===== config.mk =====
export PLATFORM = sky130hd
export DESIGN_NAME = multi_channel_rx_fifo_flat
export DESIGN_NICKNAME = d
export VERILOG_FILES = /design/src/design/mcrf_pkg.sv /design/src/design/mcrf_in_if.sv /design/src/design/mcrf_out_if.sv /design/src/design/mcrf_ram.sv /design/src/design/mcrf_front.sv /design/src/design/mcrf_back.sv /design/src/design/multi_channel_rx_fifo.sv /design/src/flat_wrapper.sv
export SDC_FILE = /design/constraint.sdc
export NUM_CORES = 2
export LEC_CHECK = 0
export ABC_AREA = 1
export BUFFER_PORTS_ARGS = -buffer_cell sky130_fd_sc_hd__buf_2
export CAP_MARGIN = 10
export CORE_UTILIZATION = 30
export CTS_BUF_LIST = sky130_fd_sc_hd__clkbuf_4 sky130_fd_sc_hd__clkbuf_8
export CTS_CLUSTER_SIZE = 20
export DETAILED_ROUTE_END_ITERATION = 8
export PLACE_DENSITY = 0.52
export SETUP_SLACK_MARGIN = 0.05
export SLEW_MARGIN = 40
export SYNTH_ARGS = -nofsm -noshare
export SYNTH_HDL_FRONTEND = slang
export SYNTH_SLANG_ARGS = --single-unit

===== constraint.sdc =====
create_clock -name clk -period 9.8 [get_ports clk]
set_input_delay 0.49 -clock clk [delete_from_list [all_inputs] [get_ports clk]]
set_output_delay 0.49 -clock clk [all_outputs]
set_load 0.005 [all_outputs]

===== src/design/mcrf_pkg.sv =====
package mcrf_pkg;

	localparam int DEPTH       = 64;
	localparam int CHANNELS    = 3;
	localparam int PTR_W       = $clog2(DEPTH);
	localparam int CH_W        = (CHANNELS > 1) ? $clog2(CHANNELS) : 1;
	localparam int STORE_DEPTH = CHANNELS * DEPTH;
	localparam int ADDR_W      = $clog2(STORE_DEPTH);

	localparam int DATA_W  = 8;
	localparam int CNT_W   = 8;
	localparam int OPC_W   = 3;
	localparam int CHF_W   = 2;
	localparam int AVAIL_W = 6;

	// command queue between front and back
	localparam int CMDQ_DEPTH  = 2;
	localparam int CMDQ_IDX_W  = (CMDQ_DEPTH > 1) ? $clog2(CMDQ_DEPTH) : 1;
	localparam int CMDQ_FILL_W = $clog2(CMDQ_DEPTH + 1);

	localparam logic [DATA_W-1:0] NEWLINE = 8'h0A;

	localparam logic [OPC_W-1:0] OP_PUSH   = 3'd0;
	localparam logic [OPC_W-1:0] OP_POP    = 3'd1;
	localparam logic [OPC_W-1:0] OP_PEEK   = 3'd2;
	localparam logic [OPC_W-1:0] OP_PEEKN  = 3'd3;
	localparam logic [OPC_W-1:0] OP_LINE   = 3'd4;
	localparam logic [OPC_W-1:0] OP_CLEAR  = 3'd5;

	typedef enum logic [2:0] {
		K_PUSH,
		K_POP,
		K_PEEK,
		K_PEEKN,
		K_LINE,
		K_CLEAR,
		K_NOP,
		K_BAD_CH
	} kind_t;

	typedef struct packed {
		kind_t             kind;
		logic [CH_W-1:0]   ch;
		logic [DATA_W-1:0] data;
		logic [CNT_W-1:0]  count;
	} cmd_t;

	typedef enum logic {
		ST_IDLE,
		ST_READ
	} back_state_t;

endpackage


===== src/design/mcrf_in_if.sv =====
interface mcrf_in_if;
	import mcrf_pkg::*;

	logic              valid;
	logic              ready;
	logic [OPC_W-1:0]  opcode;
	logic [CHF_W-1:0]  channel;
	logic [DATA_W-1:0] data_in;
	logic [CNT_W-1:0]  count;

	modport source (output valid, opcode, channel, data_in, count, input ready);
	modport sink (input valid, opcode, channel, data_in, count, output ready);

endinterface


===== src/design/mcrf_out_if.sv =====
interface mcrf_out_if;
	import mcrf_pkg::*;

	logic               valid;
	logic               ready;
	logic [DATA_W-1:0]  data_out;
	logic               valid_res;
	logic [AVAIL_W-1:0] available;
	logic               last;

	modport source (output valid, data_out, valid_res, available, last, input ready);
	modport sink (input valid, data_out, valid_res, available, last, output ready);

endinterface


===== src/design/mcrf_ram.sv =====
module mcrf_ram #(
	parameter int WIDTH = 8,
	parameter int DEPTH = 64
) (
	input  logic                     clk,
	input  logic                     we,
	input  logic [$clog2(DEPTH)-1:0] waddr,
	input  logic [WIDTH-1:0]         wdata,
	input  logic                     re,
	input  logic [$clog2(DEPTH)-1:0] raddr,
	output logic [WIDTH-1:0]         rdata
);

	logic [WIDTH-1:0] mem [DEPTH];

	always_ff @(posedge clk) begin
		if (we) begin
			mem[waddr] <= wdata;
		end
		// hold the last word when no read is issued
		if (re) begin
			rdata <= mem[raddr];
		end
	end

endmodule


===== src/design/mcrf_front.sv =====
module mcrf_front (
	input  logic           clk,
	input  logic           arst_n,
	mcrf_in_if.sink        req,
	output mcrf_pkg::cmd_t head,
	output logic           head_valid,
	input  logic           head_pop
);
	import mcrf_pkg::*;

	cmd_t                   mem_q [CMDQ_DEPTH];
	logic [CMDQ_IDX_W-1:0]  wr_idx_q;
	logic [CMDQ_IDX_W-1:0]  rd_idx_q;
	logic [CMDQ_FILL_W-1:0] fill_q;
	cmd_t                   cls;
	logic                   push;
	logic                   pop;

	always_comb begin
		cls.ch    = CH_W'(req.channel);
		cls.data  = req.data_in;
		cls.count = req.count;
		unique case (req.opcode)
			OP_PUSH:  cls.kind = K_PUSH;
			OP_POP:   cls.kind = K_POP;
			OP_PEEK:  cls.kind = K_PEEK;
			OP_PEEKN: cls.kind = K_PEEKN;
			OP_LINE:  cls.kind = K_LINE;
			OP_CLEAR: cls.kind = K_CLEAR;
			default:  cls.kind = K_NOP;
		endcase
		// an out-of-range channel overrides any opcode
		if (int'(req.channel) >= CHANNELS) begin
			cls.kind = K_BAD_CH;
			cls.ch   = '0;
		end
	end

	assign req.ready  = (fill_q != CMDQ_FILL_W'(CMDQ_DEPTH));
	assign push       = req.valid && req.ready;
	assign head_valid = (fill_q != '0);
	assign pop        = head_pop && head_valid;
	assign head       = mem_q[rd_idx_q];

	always_ff @(posedge clk) begin
		if (push) begin
			mem_q[wr_idx_q] <= cls;
		end
	end

	always_ff @(posedge clk or negedge arst_n) begin
		if (!arst_n) begin
			wr_idx_q <= '0;
			rd_idx_q <= '0;
			fill_q   <= '0;
		end else begin
			if (push) begin
				wr_idx_q <= (wr_idx_q == CMDQ_IDX_W'(CMDQ_DEPTH - 1)) ? '0 : wr_idx_q + 1'b1;
			end
			if (pop) begin
				rd_idx_q <= (rd_idx_q == CMDQ_IDX_W'(CMDQ_DEPTH - 1)) ? '0 : rd_idx_q + 1'b1;
			end
			if (push && !pop) begin
				fill_q <= fill_q + CMDQ_FILL_W'(1);
			end else if (pop && !push) begin
				fill_q <= fill_q - CMDQ_FILL_W'(1);
			end
		end
	end

endmodule


===== src/design/mcrf_back.sv =====
module mcrf_back (
	input  logic           clk,
	input  logic           arst_n,
	input  mcrf_pkg::cmd_t head,
	input  logic           head_valid,
	output logic           head_pop,
	mcrf_out_if.source     rsp
);
	import mcrf_pkg::*;

	function automatic logic [PTR_W-1:0] next_ptr(input logic [PTR_W-1:0] p);
		return (p == PTR_W'(DEPTH - 1)) ? '0 : p + 1'b1;
	endfunction

	function automatic logic [PTR_W-1:0] held_of(input logic [PTR_W-1:0] w,
			input logic [PTR_W-1:0] r);
		logic [PTR_W:0] t;
		if (w >= r) begin
			t = {1'b0, w} - {1'b0, r};
		end else begin
			t = {1'b0, w} + (PTR_W+1)'(DEPTH) - {1'b0, r};
		end
		return t[PTR_W-1:0];
	endfunction

	function automatic logic [ADDR_W-1:0] addr_of(input logic [CH_W-1:0] c,
			input logic [PTR_W-1:0] p);
		return ADDR_W'(c) * ADDR_W'(DEPTH) + ADDR_W'(p);
	endfunction

	back_state_t       state_q, state_d;
	cmd_t              cur_q;
	logic [PTR_W-1:0]  wr_ptr_q [CHANNELS];
	logic [PTR_W-1:0]  rd_ptr_q [CHANNELS];
	logic [PTR_W-1:0]  scan_q, scan_d;
	logic [PTR_W-1:0]  remain_q, remain_d;
	logic [PTR_W-1:0]  line_i_q, line_i_d;
	logic [PTR_W-1:0]  avail_q, avail_d;

	logic               out_valid_q;
	logic [DATA_W-1:0]  out_data_q;
	logic               out_vres_q;
	logic [AVAIL_W-1:0] out_avail_q;
	logic               out_last_q;

	logic               out_free;
	logic               start;
	logic               load_cur;
	logic [CH_W-1:0]    sel_ch;
	logic [PTR_W-1:0]   w_sel, r_sel, held_sel, n_peek;
	logic [PTR_W-1:0]   line_i_next;
	logic               idle_read;
	logic               peek_cont, line_cont, run_more;

	logic               load;
	logic [DATA_W-1:0]  res_data;
	logic               res_vres;
	logic [AVAIL_W-1:0] res_avail;
	logic               res_last;
	logic               wr_upd, rd_upd;
	logic [PTR_W-1:0]   wr_val, rd_val;

	logic               ram_we, ram_re;
	logic [ADDR_W-1:0]  ram_waddr, ram_raddr;
	logic [DATA_W-1:0]  ram_rdata;

	mcrf_ram #(
		.WIDTH (DATA_W),
		.DEPTH (STORE_DEPTH)
	) u_store (
		.clk   (clk),
		.we    (ram_we),
		.waddr (ram_waddr),
		.wdata (head.data),
		.re    (ram_re),
		.raddr (ram_raddr),
		.rdata (ram_rdata)
	);

	assign out_free = !out_valid_q || rsp.ready;
	assign start    = (state_q == ST_IDLE) && head_valid && out_free;
	assign sel_ch   = (state_q == ST_IDLE) ? head.ch : cur_q.ch;
	assign w_sel    = wr_ptr_q[sel_ch];
	assign r_sel    = rd_ptr_q[sel_ch];
	assign held_sel = held_of(w_sel, r_sel);
	assign n_peek   = (CNT_W'(held_sel) < head.count) ? held_sel : PTR_W'(head.count);

	always_comb begin
		case (head.kind)
			K_POP, K_PEEK: idle_read = (held_sel != '0);
			K_PEEKN:       idle_read = (n_peek != '0);
			K_LINE:        idle_read = (held_sel != '0) && (head.count > CNT_W'(1));
			default:       idle_read = 1'b0;
		endcase
	end

	assign line_i_next = line_i_q + 1'b1;
	assign peek_cont   = (remain_q != PTR_W'(1));
	// stop a line on newline, on an empty channel, or when count - 1 bytes are taken
	assign line_cont   = (held_sel != PTR_W'(1))
		&& (CNT_W'(line_i_next) < cur_q.count - CNT_W'(1))
		&& (ram_rdata != NEWLINE);

	always_comb begin
		case (cur_q.kind)
			K_PEEKN: run_more = peek_cont;
			K_LINE:  run_more = line_cont;
			default: run_more = 1'b0;
		endcase
	end

	always_comb begin
		state_d = state_q;
		unique case (state_q)
			ST_IDLE: begin
				if (start && idle_read) begin
					state_d = ST_READ;
				end
			end
			ST_READ: begin
				if (out_free && !run_more) begin
					state_d = ST_IDLE;
				end
			end
			default: state_d = ST_IDLE;
		endcase
	end

	always_comb begin
		head_pop  = 1'b0;
		load_cur  = 1'b0;
		load      = 1'b0;
		res_data  = '0;
		res_vres  = 1'b0;
		res_avail = '0;
		res_last  = 1'b1;
		wr_upd    = 1'b0;
		rd_upd    = 1'b0;
		wr_val    = next_ptr(w_sel);
		rd_val    = next_ptr(r_sel);
		ram_we    = 1'b0;
		ram_waddr = addr_of(sel_ch, w_sel);
		ram_re    = 1'b0;
		ram_raddr = addr_of(sel_ch, r_sel);
		scan_d    = scan_q;
		remain_d  = remain_q;
		line_i_d  = line_i_q;
		avail_d   = avail_q;
		unique case (state_q)
			ST_IDLE: begin
				if (start) begin
					head_pop = 1'b1;
					load_cur = 1'b1;
					load     = !idle_read;
					case (head.kind)
						K_PUSH: begin
							if (next_ptr(w_sel) != r_sel) begin
								ram_we    = 1'b1;
								wr_upd    = 1'b1;
								res_vres  = 1'b1;
								res_avail = AVAIL_W'(held_sel) + AVAIL_W'(1);
							end else begin
								res_avail = AVAIL_W'(held_sel);
							end
						end
						K_POP, K_PEEK: begin
							ram_re = idle_read;
						end
						K_PEEKN: begin
							ram_re    = idle_read;
							scan_d    = next_ptr(r_sel);
							remain_d  = n_peek;
							avail_d   = held_sel;
							res_avail = AVAIL_W'(held_sel);
						end
						K_LINE: begin
							ram_re    = idle_read;
							line_i_d  = '0;
							res_avail = AVAIL_W'(held_sel);
						end
						K_CLEAR: begin
							rd_upd = 1'b1;
							rd_val = w_sel;
						end
						K_NOP: begin
							res_avail = AVAIL_W'(held_sel);
						end
						default: begin
						end
					endcase
				end
			end
			ST_READ: begin
				if (out_free) begin
					load     = 1'b1;
					res_data = ram_rdata;
					res_vres = 1'b1;
					case (cur_q.kind)
						K_POP: begin
							rd_upd    = 1'b1;
							res_avail = AVAIL_W'(held_sel) - AVAIL_W'(1);
						end
						K_PEEK: begin
							res_avail = AVAIL_W'(held_sel);
						end
						K_PEEKN: begin
							res_avail = AVAIL_W'(avail_q);
							res_last  = !peek_cont;
							remain_d  = remain_q - 1'b1;
							if (peek_cont) begin
								ram_re    = 1'b1;
								ram_raddr = addr_of(sel_ch, scan_q);
								scan_d    = next_ptr(scan_q);
							end
						end
						K_LINE: begin
							rd_upd    = 1'b1;
							res_avail = AVAIL_W'(held_sel) - AVAIL_W'(1);
							res_last  = !line_cont;
							line_i_d  = line_i_next;
							if (line_cont) begin
								ram_re    = 1'b1;
								ram_raddr = addr_of(sel_ch, next_ptr(r_sel));
							end
						end
						default: begin
						end
					endcase
				end
			end
			default: begin
			end
		endcase
	end

	assign rsp.valid     = out_valid_q;
	assign rsp.data_out  = out_data_q;
	assign rsp.valid_res = out_vres_q;
	assign rsp.available = out_avail_q;
	assign rsp.last      = out_last_q;

	always_ff @(posedge clk) begin
		if (load_cur) begin
			cur_q <= head;
		end
		if (load) begin
			out_data_q  <= res_data;
			out_vres_q  <= res_vres;
			out_avail_q <= res_avail;
			out_last_q  <= res_last;
		end
		scan_q   <= scan_d;
		remain_q <= remain_d;
		line_i_q <= line_i_d;
		avail_q  <= avail_d;
	end

	always_ff @(posedge clk or negedge arst_n) begin
		if (!arst_n) begin
			state_q     <= ST_IDLE;
			out_valid_q <= 1'b0;
			for (int i = 0; i < CHANNELS; i++) begin
				wr_ptr_q[i] <= '0;
				rd_ptr_q[i] <= '0;
			end
		end else begin
			state_q <= state_d;
			if (load) begin
				out_valid_q <= 1'b1;
			end else if (rsp.ready) begin
				out_valid_q <= 1'b0;
			end
			if (wr_upd) begin
				wr_ptr_q[sel_ch] <= wr_val;
			end
			if (rd_upd) begin
				rd_ptr_q[sel_ch] <= rd_val;
			end
		end
	end

endmodule


===== src/design/multi_channel_rx_fifo.sv =====
// channel | dir | handshake   | word
// req     | in  | valid/ready | opcode, channel, data_in, count
// rsp     | out | valid/ready | data_out, valid_res, available, last
//
// A request word enters a two-word command queue, then the executor runs it.
// Push, clear and no-op words finish in the idle state; pop and peek on a non-empty
// channel read the store, then give the result. Peek n and get line give one result
// word per cycle after the first read while rsp is ready; the store's registered read
// port sets that pace. Reset clears all pointers; the byte store is not cleared.
// Either side may stall: a full queue drops req.ready, a held rsp word stalls the executor.
module multi_channel_rx_fifo (
	input  logic       clk,
	input  logic       arst_n,
	mcrf_in_if.sink    req,
	mcrf_out_if.source rsp
);
	import mcrf_pkg::*;

	cmd_t head;
	logic head_valid;
	logic head_pop;

	mcrf_front u_front (
		.clk        (clk),
		.arst_n     (arst_n),
		.req        (req),
		.head       (head),
		.head_valid (head_valid),
		.head_pop   (head_pop)
	);

	mcrf_back u_back (
		.clk        (clk),
		.arst_n     (arst_n),
		.head       (head),
		.head_valid (head_valid),
		.head_pop   (head_pop),
		.rsp        (rsp)
	);

endmodule


===== src/flat_wrapper.sv =====
// flat-port wrapper written by rule: the top's interface ports become plain ports
module multi_channel_rx_fifo_flat import mcrf_pkg::*;
  (clk, arst_n, req_valid, req_opcode, req_channel, req_data_in, req_count, req_ready, rsp_valid, rsp_data_out, rsp_valid_res, rsp_available, rsp_last, rsp_ready);
  mcrf_in_if req_i ();
  mcrf_out_if rsp_i ();
  input  logic clk;
  input  logic arst_n;
  input wire logic [$bits(req_i.valid)-1:0] req_valid;
  input wire logic [$bits(req_i.opcode)-1:0] req_opcode;
  input wire logic [$bits(req_i.channel)-1:0] req_channel;
  input wire logic [$bits(req_i.data_in)-1:0] req_data_in;
  input wire logic [$bits(req_i.count)-1:0] req_count;
  output wire logic [$bits(req_i.ready)-1:0] req_ready;
  output wire logic [$bits(rsp_i.valid)-1:0] rsp_valid;
  output wire logic [$bits(rsp_i.data_out)-1:0] rsp_data_out;
  output wire logic [$bits(rsp_i.valid_res)-1:0] rsp_valid_res;
  output wire logic [$bits(rsp_i.available)-1:0] rsp_available;
  output wire logic [$bits(rsp_i.last)-1:0] rsp_last;
  input wire logic [$bits(rsp_i.ready)-1:0] rsp_ready;
  assign req_i.valid = req_valid;
  assign req_i.opcode = req_opcode;
  assign req_i.channel = req_channel;
  assign req_i.data_in = req_data_in;
  assign req_i.count = req_count;
  assign req_ready = req_i.ready;
  assign rsp_valid = rsp_i.valid;
  assign rsp_data_out = rsp_i.data_out;
  assign rsp_valid_res = rsp_i.valid_res;
  assign rsp_available = rsp_i.available;
  assign rsp_last = rsp_i.last;
  assign rsp_i.ready = rsp_ready;
  multi_channel_rx_fifo u_core (.clk(clk), .arst_n(arst_n), .req(req_i), .rsp(rsp_i));
endmodule

### After elaboration in Yosys (flattened, before gate mapping)

Memory sizes are Yosys's and may differ from the RTL's. A register that Yosys moved wholly into a read port is not among the register bits.
Cells that the tools add are included.

| storage, ports and cells | value |
|---|---|
| bits in writable memories | 1,578 |
| output and inout bits | 18 |
| flip-flop bits (word level) | 95 |
| memories | 2 |

| cells by class | value |
|---|---|
| add/subtract/negate cells | 19 |
| muxes and demuxes | 86 |
| bitwise operators | 2 |
| order comparisons | 7 |
| reduce and logical (&&, ||, !) cells | 36 |
| equal/unequal tests | 30 |

Memory list:

| name | words | width | rd ports | clocked after Yosys merged registers in | wr ports | line | source |
|---|---|---|---|---|---|---|---|
| u_core.u_back.u_store.mem | 192 | 8 | 1 | 1 | 1 | mcrf_ram.sv:14 | `logic [WIDTH-1:0] mem [DEPTH];` |
| u_core.u_front.mem_q | 2 | 21 | 1 | 0 | 1 | mcrf_front.sv:11 | `cmd_t mem_q [CMDQ_DEPTH];` |

Operator list:

| operator | count |
|---|---|
| 2-to-1 mux 6 bit | 29 |
| case mux 6 bit (2 select lines) | 5 |
| adder 6 x 1 -> 6 bit (second input constant) | 6 |
| bitwise mux 18 bit | 2 |
| adder 8 x 6 -> 8 bit | 4 |
| 2-to-1 mux 8 bit | 4 |
| 2-to-1 mux 1 bit | 27 |
| binary-select mux 6 bit (select 2 bit) | 2 |
| equality test 3 x 2 -> 1 bit (second input constant) | 6 |
| equality test 3 bit (second input constant) | 6 |
| equality test 6 bit (second input constant) | 3 |
| case mux 3 bit (6 select lines) | 1 |
| case mux 6 bit (3 select lines) | 1 |
| < comparator 6 x 8 -> 1 bit | 2 |
| case mux 1 bit (2 select lines) | 8 |
| case mux 8 bit (2 select lines) | 1 |
| demux 6 bit (select 2 bit) | 1 |
| logical AND 1 bit | 12 |
| inequality test 2 x 1 -> 1 bit (second input constant) | 6 |
| inequality test 6 x 1 -> 1 bit (second input constant) | 2 |
| nonzero test 6 bit | 2 |
| subtractor 6 x 1 -> 6 bit (second input constant) | 2 |
| subtractor 6 bit | 2 |
| equality test 3 x 1 -> 1 bit (second input constant) | 3 |
| other kinds (28) | 43 |

### Longest topological paths before layout

An unclocked memory read counts as a cell.

| depth | value |
|---|---|
| depth in word-level cells | 17 |
| mapped depth | 37 |
| depth with buffers taken out | 33 |

### Hierarchy

From an unflattened synthesis, not the netlist that was laid out.

| unflattened totals | value |
|---|---|
| cell total of the unflattened synthesis | 6,263 |
| area total of the unflattened synthesis | 71,010.6 µm² |

Modules (own cells, without submodules):

| module | cells an instance | area an instance (µm²) | times used | seq. area each (µm²) |
|---|---|---|---|---|
| mcrf_ram | 5,304 | 62,977.9 | 1 | 46,364.5 |
| mcrf_back | 810 | 6,232.2 | 1 | 2,542.4 |
| mcrf_front | 149 | 1,800.5 | 1 | 1,361.3 |

### Worst setup path before layout

OpenSTA, ideal clock, no wires.

| timing | value |
|---|---|
| path type | register to register |
| from | register u_core.u_back.state_q |
| to | register u_core.u_back.out_avail_q[0] (netlist: u_core.u_back.rsp.available[0]) (enable) |
| path slack | 4.706 ns |
| data arrival time | 4.722 ns |
| cell stages (with the launch flop) | 26 |
| clock period less this slack | 5.094 ns |
| data required time | 9.428 ns |
| path through | dfrtp_1 -> buf_4 -> inv_4 -> or2_1 -> nand2_4 -> buf_6 -> nor2_4 -> nand2_1 -> nand3_1 -> inv_1 -> ha_1 -> fa_1 -> inv_1 -> ha_1 -> o21a_1 -> o211ai_1 -> nand2_1 -> nand3_1 -> a311oi_1 -> clkbuf_1 -> o21ai_0 -> nor2_1 -> nand4_1 -> a22o_1 -> or2_2 -> nand2_1 |

| between the ends | value |
|---|---|
| longest elaborated chain between the ends | 15 |

Ends and longest elaborated chain:

| item | line | source |
|---|---|---|
| start: declaration | mcrf_back.sv:31 | `back_state_t state_q, state_d;` |
| start signal: assignment | mcrf_back.sv:267 | `state_q <= state_d;` |
| 2-to-1 mux 2 bit (*) | mcrf_back.sv:82 | `assign sel_ch = (state_q == ST_IDLE) ? head.ch : cur_q.ch;` |
| NOT 2 -> 3 bit (implied by the code) (*) | mcrf_back.sv:83, mcrf_back.sv:84 |  |
| binary-select mux 6 bit (select 2 bit) | mcrf_back.sv:83 | `assign w_sel = wr_ptr_q[sel_ch];` |
| 2-to-1 mux 6 bit (implied by the code) (2 in a row) | mcrf_back.sv:83 |  |
| adder 6 x 1 -> 6 bit | mcrf_back.sv:21 | `t = {1'b0, w} + (PTR_W+1)'(DEPTH) - {1'b0, r};` |
| subtractor 6 bit | mcrf_back.sv:21 |  |
| 2-to-1 mux 6 bit (*) | mcrf_back.sv:18 | `if (w >= r) begin` |
| via u_core.u_back.held_sel[1] | mcrf_back.sv:50 | `logic [PTR_W-1:0] w_sel, r_sel, held_sel, n_peek;` |
| < comparator 6 x 8 -> 1 bit | mcrf_back.sv:86 | `assign n_peek = (CNT_W'(held_sel) < head.count) ? held_sel : PTR_W'(head.count);` |
| 2-to-1 mux 6 bit | mcrf_back.sv:86 |  |
| nonzero test 6 bit | mcrf_back.sv:91 | `K_PEEKN: idle_read = (n_peek != '0);` |
| case mux 1 bit (3 select lines) (*) | mcrf_back.sv:89 | `case (head.kind)` |
| zero test 1 bit (*) | mcrf_back.sv:154 | `load = !idle_read;` |
| 2-to-1 mux 1 bit (*) | mcrf_back.sv:151 | `if (start) begin` |
| case mux 1 bit (2 select lines) (*) | mcrf_back.sv:149 | `unique case (state_q)` |
| via u_core.u_back.load | mcrf_back.sv:55 | `logic load;` |
| end signal: assignment | mcrf_back.sv:249 | `out_avail_q <= res_avail;` |
| end: declaration | mcrf_back.sv:43 | `logic [AVAIL_W-1:0] out_avail_q;` |

Mark *: on every way through the listed nets, which the timed path passes. The rest lies on a longest branch. The select of a mux whose other input is x is not followed.
A chain may end at the register's enable or synchronous reset.

==> metrics.cfg <==
[timing]
finalCritPeriodShare_pct = 83.3
fmax_mhz = 123
period_minus_slack_ns = 8.16
worst_slew_pin_slew_ns = 0.932
tns_ns = 0
skew_ns = 0.0948
rsz0062_at_grt = no
relSlewSlack_pct = 37.8
finalMaxSlewViolations = 0
hold_viol_final = 0
finalSetupViolations = 0

[layout]
nNetsFinal = 7080
final_common_cell = edfxtp_1
layout_common_cells = edfxtp_1 (1,639), nand3_1 (1,431), nand2_1 (1,396)
drive_above_1_share_pct = 10.1
syn2layout_area_growth_pct = 12.6
stdcell_count = 10563
fillerInstances = 25037

[cts]
clock_path_buffers = 4
numCtsBuffers = 308
clock-sinks = 1681
root_buffer = clkbuf_8
clk_pin_slew_worst_paths_ns = 0.06
clock_latency_ns = 1.06
htree_levels = 5
ctsResizeCount = 0
cts_tree = done

[synthesis]
async_flop_share_pct = 2.50
seq_area_frac_synth_pct = 66.5
synth_ff_type = edfxtp_1
synth-seq-cells = 1681
synthCells = 7000
synth_edf_count = 1639
synth_nets = 7056
syn-mean-instance-area_um2 = 10.8
synth_area_mm2 = 0.0756
yosys_warnings = 0
synth_cell_types = 57

[worst_setup_path]
rr_worst_depth = 30
max_stage_delay_ns = 0.84
cp_slowest_cell = dfrtp_1
cp-start-kind = register
r2r_slack_ns = 1.64
worst-path-buf-inv = 3
critPathCaptureType = register
crit_fanout = 76
crit_top_cell = nand2_1
crit_type = reg2reg
startpoint = u_core.u_front.rd_idx_q$_DFFE_PN0P_
cpLargestDelayFamily = simple AND/OR/NAND/NOR gates
rr_startpoint = u_core.u_front.rd_idx_q$_DFFE_PN0P_
rr_endpoint = u_core.u_back.u_store.rdata[2]$_DFFE_PP_
crit_cells = 30
required_ns = 10.70
crit_arrival_ns = 9.06

[floorplanning]
die_y_um = 504
start_util_pct = 30.3
die_x_um = 504
ioPinCount = 43
dieArea_mm2 = 0.254
num_rows = 183
core_region_area_mm2 = 0.250

[global_route]
grt_usage_pct = 17.4
antenna_found_initial = 14
grt_pass1_vias = 51297
grt_max_degree = 201
grt_pass1_wl_mm = 337
overflow = 0

[placement]
io_buffer_count = 42
dp_hpwl_mm = 126
routabilityCongestion = 0.859
place_inst = 10011

[detailed_routing]
ant_nets = 0
wl_mm = 225
vias = 51749
routedWlPerCell_um = 21.3
drt-vias-per-instance = 4.90
dr.pass1.iters = 5
dr.first_iter.drc_count = 5127
post-route-drc-count = 0

[power]
power_density_mw_per_mm2 = 360
p_leak_nw = 32.4
max-vdd-ir-drop_v = 0.000574

[min_path]
hold_path_depth = 2
holdPathEnd = u_core.u_front.mem_q[0][9]$_DFFE_PP_
hp-class = in2reg
min-delay-start = req_data_in[1]

[run]
drv_cap = 0

[status]
status = complete, no violations

==> report_power, final <==
part | leakage, nW | total, mW | switching, mW | internal, mW
sequential | 15.4 | 9.46 | 0.164 | 9.30
clock | 3.03 | 6.43 | 2.90 | 3.52
combinational | 14.1 | 14.8 | 11.1 | 3.69
total | 32.4 | 30.7 | 14.2 | 16.5
==> cell families after synthesis <==
family	synth area share (%)
multiplexers	0.0265
buffers and inverters	7.47
XOR/XNOR	0.301
flip-flops	66.5
adder cells (fa/ha/maj)	0.523
AND/OR/NAND/NOR	23.4
AO/OA/AOI/OAI	1.84
==> worst reg2reg max path, delay by kind of cell (launching register included) <==
kind	cells	cell delay (ns)
compound gates	3	0.54
fa+ha+maj	1	0.45
buf+inv	3	1.73
flops	1	0.84
simple gates	23	4.55
==> timing repair <==
action | CTS | global route
endpoints found under the hold margin | 86 | 0
buffers inserted | 0 | 0
hold buffers | 28 | 0
==> worst max-delay path by stage <==
stage                                                     to  slack [ns]
floorplan           u_core.u_back.rsp.available[0]$_DFFE_PP_        4.71
global placement    u_core.u_back.u_store.rdata[2]$_DFFE_PP_        1.79
detailed placement  u_core.u_back.u_store.rdata[2]$_DFFE_PP_        1.69
CTS                 u_core.u_back.u_store.rdata[2]$_DFFE_PP_        1.70
global route        u_core.u_back.u_store.rdata[2]$_DFFE_PP_        0.98
finish              u_core.u_back.u_store.rdata[2]$_DFFE_PP_        1.64
==> synthesized netlist by cell type, types with 3 or more instances <==
| cell type | count | area share (%) |
|---|---|---|
| nand2_2 | 8 | 0.066 |
| buf_2 | 262 | 1.7 |
| a22oi_1 | 3 | 0.030 |
| xor2_1 | 20 | 0.23 |
| inv_1 | 884 | 4.4 |
| nand3b_1 | 479 | 4.8 |
| nor2_2 | 5 | 0.041 |
| buf_4 | 36 | 0.36 |
| o211ai_1 | 22 | 0.22 |
| nand4_1 | 10 | 0.083 |
| o21ai_1 | 5 | 0.033 |
| or2_2 | 17 | 0.14 |
| nor2_1 | 277 | 1.4 |
| ha_1 | 30 | 0.50 |
| dfrtp_1 | 42 | 1.4 |
| a22o_1 | 3 | 0.035 |
| nand2_1 | 1417 | 7.0 |
| edfxtp_1 | 1639 | 65 |
| nor3_1 | 11 | 0.073 |
| o22ai_1 | 8 | 0.066 |
| inv_2 | 12 | 0.060 |
| clkinv_1 | 3 | 0.015 |
| nand3_1 | 1434 | 9.5 |
| clkbuf_1 | 103 | 0.51 |
| buf_6 | 22 | 0.33 |
| o21ai_0 | 158 | 1.0 |
| a21oi_1 | 18 | 0.12 |
| nand2_4 | 7 | 0.10 |
| or2_1 | 3 | 0.025 |
| nand3_2 | 8 | 0.11 |
| xnor2_1 | 6 | 0.069 |
| buf_1 | 13 | 0.065 |
==> state kept, by name, indices dropped and copies added (netlist names), 6 cells and up <==
name / cells
u_core.u_back.rsp.data_out: 8
u_core.u_back.rsp.available: 6
u_core.u_back.wr_ptr_q: 18
u_core.u_back.line_i_q: 6
u_core.u_back.u_store.mem: 1536
u_core.u_back.u_store.rdata: 8
u_core.u_back.rd_ptr_q: 18
u_core.u_back.cur_q: 13
u_core.u_back.avail_q: 6
u_core.u_back.remain_q: 6
u_core.u_back.scan_q: 6
u_core.u_front.mem_q: 42
==> routing by layer <==
| metal | track usage, % | vias to the layer above | routed length, um |
|---|---|---|---|
| li1 | - | 23966 | - |
| met1 | 24.0 | 25529 | 100000 |
| met2 | 27.5 | 1842 | 103000 |
| met3 | 2.94 | 410 | 15300 |
| met4 | 6.17 | 2 | 6960 |
| met5 | 0 | - | 7 |
==> final cells by class <==
| cell class | instances | area [um^2] | area share [%] |
|---|---|---|---|
| flip-flops and latches | 1681 | 50300 | 59.0 |
| multi-input cells | 3982 | 20100 | 23.6 |
| well taps | 3330 | 4170 | 4.89 |
| repair buffers | 150 | 1490 | 1.75 |
| clock inverters | 85 | 488 | 0.573 |
| clock buffers | 423 | 5200 | 6.10 |
| diodes | 11 | 27.5 | 0.0323 |
| inverters | 901 | 3410 | 4.00 |
==> metrics by stage <==
stage	power (mW)	area [um^2]	setup slack [ns]	util (%)	hold slack (ns)
floorplan	19.3	75600	4.71	-	0.194
global placement	24.1	78600	1.79	31.5	0.464
detailed placement	24.3	78900	1.69	31.6	0.475
CTS	30.7	84900	1.70	34.0	0.136
global route	32.4	85100	0.982	34.1	0.181
finish	30.7	85100	1.64	34.1	0.239
Note: power is estimated with default switching activity, not from simulation.
